<file path="src/msvae_pkg.sv">
// shared types, widths and constants of the mean sample value auto exposure block
package msvae_pkg;

    // bin counter width, fraction width and the widths that follow from them
    localparam int COUNT_WIDTH = 23;
    localparam int TOT_W       = COUNT_WIDTH + 2;
    localparam int TOP_W       = COUNT_WIDTH + 4;
    localparam int FRAC_W      = 8;
    localparam int DIVD_W      = TOP_W + FRAC_W;

    // field and register widths
    localparam int LUMA_W   = 8;
    localparam int MSV_W    = 11;
    localparam int GAIN_W   = 10;
    localparam int BRIGHT_W = 16;
    localparam int ERR_W    = MSV_W + 1;
    localparam int PROD_W   = MSV_W + GAIN_W;
    localparam int STEP_W   = PROD_W - FRAC_W;
    localparam int SUM_W    = BRIGHT_W + 2;
    localparam int IDX_W    = $clog2(MSV_W);
    localparam int NUM_BINS = 4;
    localparam int BIN_W    = 2;
    localparam int CFG_IDX_W = 1;
    localparam int CFG_W    = MSV_W;

    // reset values
    localparam logic [MSV_W-1:0]    TARGET_RESET = MSV_W'(640);
    localparam logic [GAIN_W-1:0]   GAIN_RESET   = GAIN_W'(100);
    localparam logic [BRIGHT_W-1:0] BRIGHT_RESET = BRIGHT_W'(20000);

    // configuration register indexes
    localparam logic [CFG_IDX_W-1:0] CFG_TARGET = 1'b0;
    localparam logic [CFG_IDX_W-1:0] CFG_GAIN   = 1'b1;

    // controller states
    typedef enum logic [2:0] {
        ST_IDLE,
        ST_SUM,
        ST_DIV,
        ST_MUL,
        ST_UPD
    } msvae_state_t;

    // commands from controller to datapath
    typedef struct packed {
        logic pix_ready;
        logic cnt_en;
        logic sum_load;
        logic div_step;
        logic mul_load;
        logic upd_load;
    } msvae_cmd_t;

    // status from datapath to controller
    typedef struct packed {
        logic div_last;
        logic res_free;
    } msvae_sts_t;

endpackage

</file>
<file path="src/msvae_ctrl.sv">
// controller state machine of the auto exposure block
module msvae_ctrl
    import msvae_pkg::*;
(
    input  logic       clk,
    input  logic       rst_n,
    input  logic       in_valid,
    input  logic       in_last,
    input  msvae_sts_t sts,
    output msvae_cmd_t cmd
);

    msvae_state_t state_reg;
    msvae_state_t state_next;

    // state register
    always_ff @(posedge clk or negedge rst_n)
    begin
        if (!rst_n)
        begin
            state_reg <= ST_IDLE;
        end
        else
        begin
            state_reg <= state_next;
        end
    end

    // next state
    always_comb
    begin
        state_next = state_reg;
        unique case (state_reg)
            ST_IDLE:
            begin
                if (in_valid && in_last)
                begin
                    state_next = ST_SUM;
                end
            end
            ST_SUM:
            begin
                state_next = ST_DIV;
            end
            ST_DIV:
            begin
                if (sts.div_last)
                begin
                    state_next = ST_MUL;
                end
            end
            ST_MUL:
            begin
                state_next = ST_UPD;
            end
            ST_UPD:
            begin
                if (sts.res_free)
                begin
                    state_next = ST_IDLE;
                end
            end
            default:
            begin
                state_next = ST_IDLE;
            end
        endcase
    end

    // command outputs
    always_comb
    begin
        cmd = '0;
        unique case (state_reg)
            ST_IDLE:
            begin
                cmd.pix_ready = 1'b1;
                cmd.cnt_en    = in_valid;
            end
            ST_SUM:
            begin
                cmd.sum_load = 1'b1;
            end
            ST_DIV:
            begin
                cmd.div_step = 1'b1;
            end
            ST_MUL:
            begin
                cmd.mul_load = 1'b1;
            end
            ST_UPD:
            begin
                cmd.upd_load = sts.res_free;
            end
            default:
            begin
                cmd = '0;
            end
        endcase
    end

endmodule

</file>
<file path="config.mk">
export PLATFORM = sky130hd
export DESIGN_NAME = msvae_ctrl
export DESIGN_NICKNAME = d
export VERILOG_FILES = /design/src/msvae_pkg.sv /design/src/msvae_ctrl.sv
export SDC_FILE = /design/constraint.sdc
export NUM_CORES = 1
export LEC_CHECK = 0
export BUFFER_PORTS_ARGS = -buffer_cell sky130_fd_sc_hd__clkbuf_2
export CAP_MARGIN = 30
export CORE_AREA = 5 5 42 44
export CTS_CLUSTER_SIZE = 24
export DETAILED_ROUTE_END_ITERATION = 6
export DIE_AREA = 0 0 47 49
export PLACE_DENSITY = 0.35
export SETUP_SLACK_MARGIN = 0.1
export SLEW_MARGIN = 40
export SYNTH_ARGS = -nofsm -noshare
export SYNTH_HDL_FRONTEND = slang
export SYNTH_SLANG_ARGS = --single-unit
</file>
<file path="constraint.sdc">
create_clock -name clk -period 1.4 [get_ports clk]
set_input_delay 0.42 -clock clk [delete_from_list [all_inputs] [get_ports clk]]
set_output_delay 0.42 -clock clk [all_outputs]
set_load 0.05 [all_outputs]
</file>
==> metrics.yaml <==
run_status:
  status: "finished with violations"
  violations: "setup timing"
place:
  dp.cells: 49
  globalplace.congestion: 0.7177
  post-place-ws_ns: -0.05327
  portBuffers: 11
  place_area_sq_um: 424.2
  dp_hpwl_um: 430.8
synthesis:
  synth_area_leaders: "dfrtp_1 (39%), nor3b_1 (7.7%), nor4b_2 (7.7%), buf_6 (5.8%), nor3_2 (5.2%)"
  synth_top_area_cell: "dfrtp_1"
  ys_seq_elements: 3
  synth_compound_area_share_pct: 3.871
  synth_xor_area_share_pct: 4.516
  synth.distinct_cells: 15
  synth_simple_gate_area_share_pct: 44.52
  synth_top_family_by_area: "simple AND/OR/NAND/NOR gates"
  yosys_warnings: 0
  synth_mux_area_share_pct: 0
  post-synth-top-area-fraction_pct: 38.71
  syn-num-nets: 24
  yosys.area_share.adder_pct: 0
  seq_area_frac_synth_pct: 38.71
  synthCells: 18
  avgSynthCellArea_sq_um: 10.77
  synth_area_sq_um: 193.9
setup_path:
  end_kind: "output pin"
  crit_path_max_incr_delay_ns: 0.47
  path_cells: "nor4bb_4 -> buf_12"
  slowest_stage: "dfrtp_2"
  worst-path-max-fanout: 7
  crit_path_start_kind: "flip-flop"
  arrival_ns: 1.23
  path_class: "flip-flop to output pin"
  reg2reg_depth: 3
  cp_data_required_time_ns: 0.98
timing:
  worst_slew_pin_slew_ns: 0.2664
  fmax_ghz: 0.6042
  fin_crit_sh_pct: 118.2
  final.min_clock_period_ns: 1.655
  hold_violations: 0
  finClkSkew_ns: 0.0007384
  setup-tns-final_ns: -1.146
  grt_setup_unrepaired: "true"
  setup_viol: 6
  holdWs_ns: 0.4070
  slew_violations: 0
  timing.final.ws_setup_ns: -0.2550
  slew_headroom_pct: 82.21
detailed_routing:
  routed_wl_um: 578
  wl_per_cell_um: 10.32
  via_per_inst: 3.893
  first_iter_violations: 0
  drc: 0
  dr_total_vias: 218
  ant_nets: 0
  drt_first_pass_iters: 1
floorplan:
  ios: 12
  die_h_um: 49
  core_area_sq_um: 1401
  initial_core_util_pct: 13.84
  die_w_um: 47
  die_area_sq_um: 2303
  core.rowCount: 14
pwr:
  p_clk_share_pct: 10.4
  internal_power_uw: 822.1
  power_mw: 1.455
  p_leak_nw: 0.2128
  swShare_pct: 43.51
  p_comb_share_pct: 71.8
  seq_power_share_pct: 17.8
  power_density_nw_per_um2: 3021
  p_switching_uw: 633.3
  ir_worst_vdd_mv: 1.326
finish:
  num-fill-cells: 148
  final_area_sq_um: 481.7
  fin_nets: 47
  largest_reg_flops: 3
  antenna_cells: 0
  layout-drive-gt1-share_pct: 80.00
  finalNonFillerCells: 56
  fin_util_pct: 34.38
  area_delta_synth_final_pct: 148.4
flow_run:
  max-cap-violations: 0
clock_tree:
  cts_tree: "built"
  cts.sinks: 3
  root_buffer: "clkbuf_4"
  cts_buffers: 3
  clock_latency_ns: 0.23
  clock_path_buffers: 2
  htree_num_levels: 1
  clk_pin_slew_ns: 0.04
grt:
  grt_pass1_vias: 245
  track_usage_pct: 6.841
  grt_max_degree: 8
  antenna_found_initial: 0
  grt_overflow: 0
  grt_pass1_wl_mm: 1.041
worst_hold_path:
  hold_class: "input port to flip-flop"
  min_path_cells: 3
## cell usage after synthesis (all sizes together)
cell	count
nand3b	1
nor4b	1
xnor2	1
nor4bb	1
nor3	1
and2	1
or2	1
a211oi	1
and3b	1
nor2	1
nor3b	2
nand2	1
dfrtp	3
buf	2
## worst paths after layout
check                                          from                        to  slack (ns)
hold / removal                               sts[1]  state_reg[0]$_DFFE_PN0P_        0.41
max in group asynchronous                     rst_n  state_reg[0]$_DFFE_PN0P_        0.77
min in group asynchronous                     rst_n  state_reg[1]$_DFFE_PN0P_        0.51
hold reg to reg            state_reg[2]$_DFFE_PN0P_  state_reg[1]$_DFFE_PN0P_        0.66
setup / recovery           state_reg[0]$_DFFE_PN0P_                    cmd[0]       -0.25
setup reg to reg           state_reg[1]$_DFFE_PN0P_  state_reg[2]$_DFFE_PN0P_        0.18
## power groups by stage
stage	registers (mW)	clock network (mW)	logic, mW
4_1_cts	0.263	0.159	1.05
3_3_place_gp	0.249	0	1.01
3_5_place_dp	0.259	0	1.00
6_report	0.258	0.152	1.05
2_1_floorplan	0.168	0	0.599
5_1_grt	0.273	0.171	1.09
## layout make-up
cell class | count | area, sq um | share of cell area (%)
flip-flops and latches | 3 | 78.83 | 16.36
well taps | 16 | 20.02 | 4.156
clock buffers | 4 | 26.28 | 5.455
multi-input cells | 13 | 137.6 | 28.57
repair buffers | 20 | 219.0 | 45.45
## kinds of logic (layout without fill, tap and decap cells)
logic type | after synthesis | after routing
simple gates | 11 | 11
buf+inv | 2 | 24
xor+xnor | 1 | 1
flops | 3 | 3
compound gates | 1 | 1
## placed cells by master, fill, tap and decap left out
cell | synthesis | final
nor2_1 | 1 | 1
nor3_4 | 0 | 1
clkbuf_2 | 0 | 5
nor4bb_4 | 0 | 1
buf_4 | 0 | 7
buf_6 | 1 | 1
or2_1 | 1 | 1
dfrtp_2 | 0 | 3
and2_4 | 0 | 1
dlygate4sd3_1 | 0 | 1
xnor2_1 | 1 | 1
and3b_2 | 0 | 1
buf_12 | 0 | 6
clkbuf_4 | 0 | 3
nand2_1 | 1 | 1
nand3b_1 | 1 | 1
nor3b_2 | 0 | 2
nor4b_2 | 1 | 1
a211oi_1 | 1 | 1
clkbuf_1 | 0 | 1
## worst max-delay path, delay by kind of cell, from the launching register on
kind	cells	cell delay, ns
flops	1	0.47
simple gates	1	0.36
buf+inv	1	0.18
## routing by layer
metal | global-route usage [%] | share of wire [%] | up-vias
met4 | 8.295 | 2.9 | 0
met1 | 6.843 | 38 | 102
met5 | 0 | 0 | -
li1 | - | - | 106
met2 | 9.276 | 55 | 8
met3 | 2.583 | 3.8 | 2
## timing repair
action | 4_1_cts | 5_1_grt
endpoints found under the hold margin | 3 | 0
endpoints found under the setup margin | 6 | 6
pin swaps | 0 | 0
resized for setup | 3 | 0
setup buffers | 1 | 1
hold buffers | 1 | 0
Power figures use the tool's default switching activity.
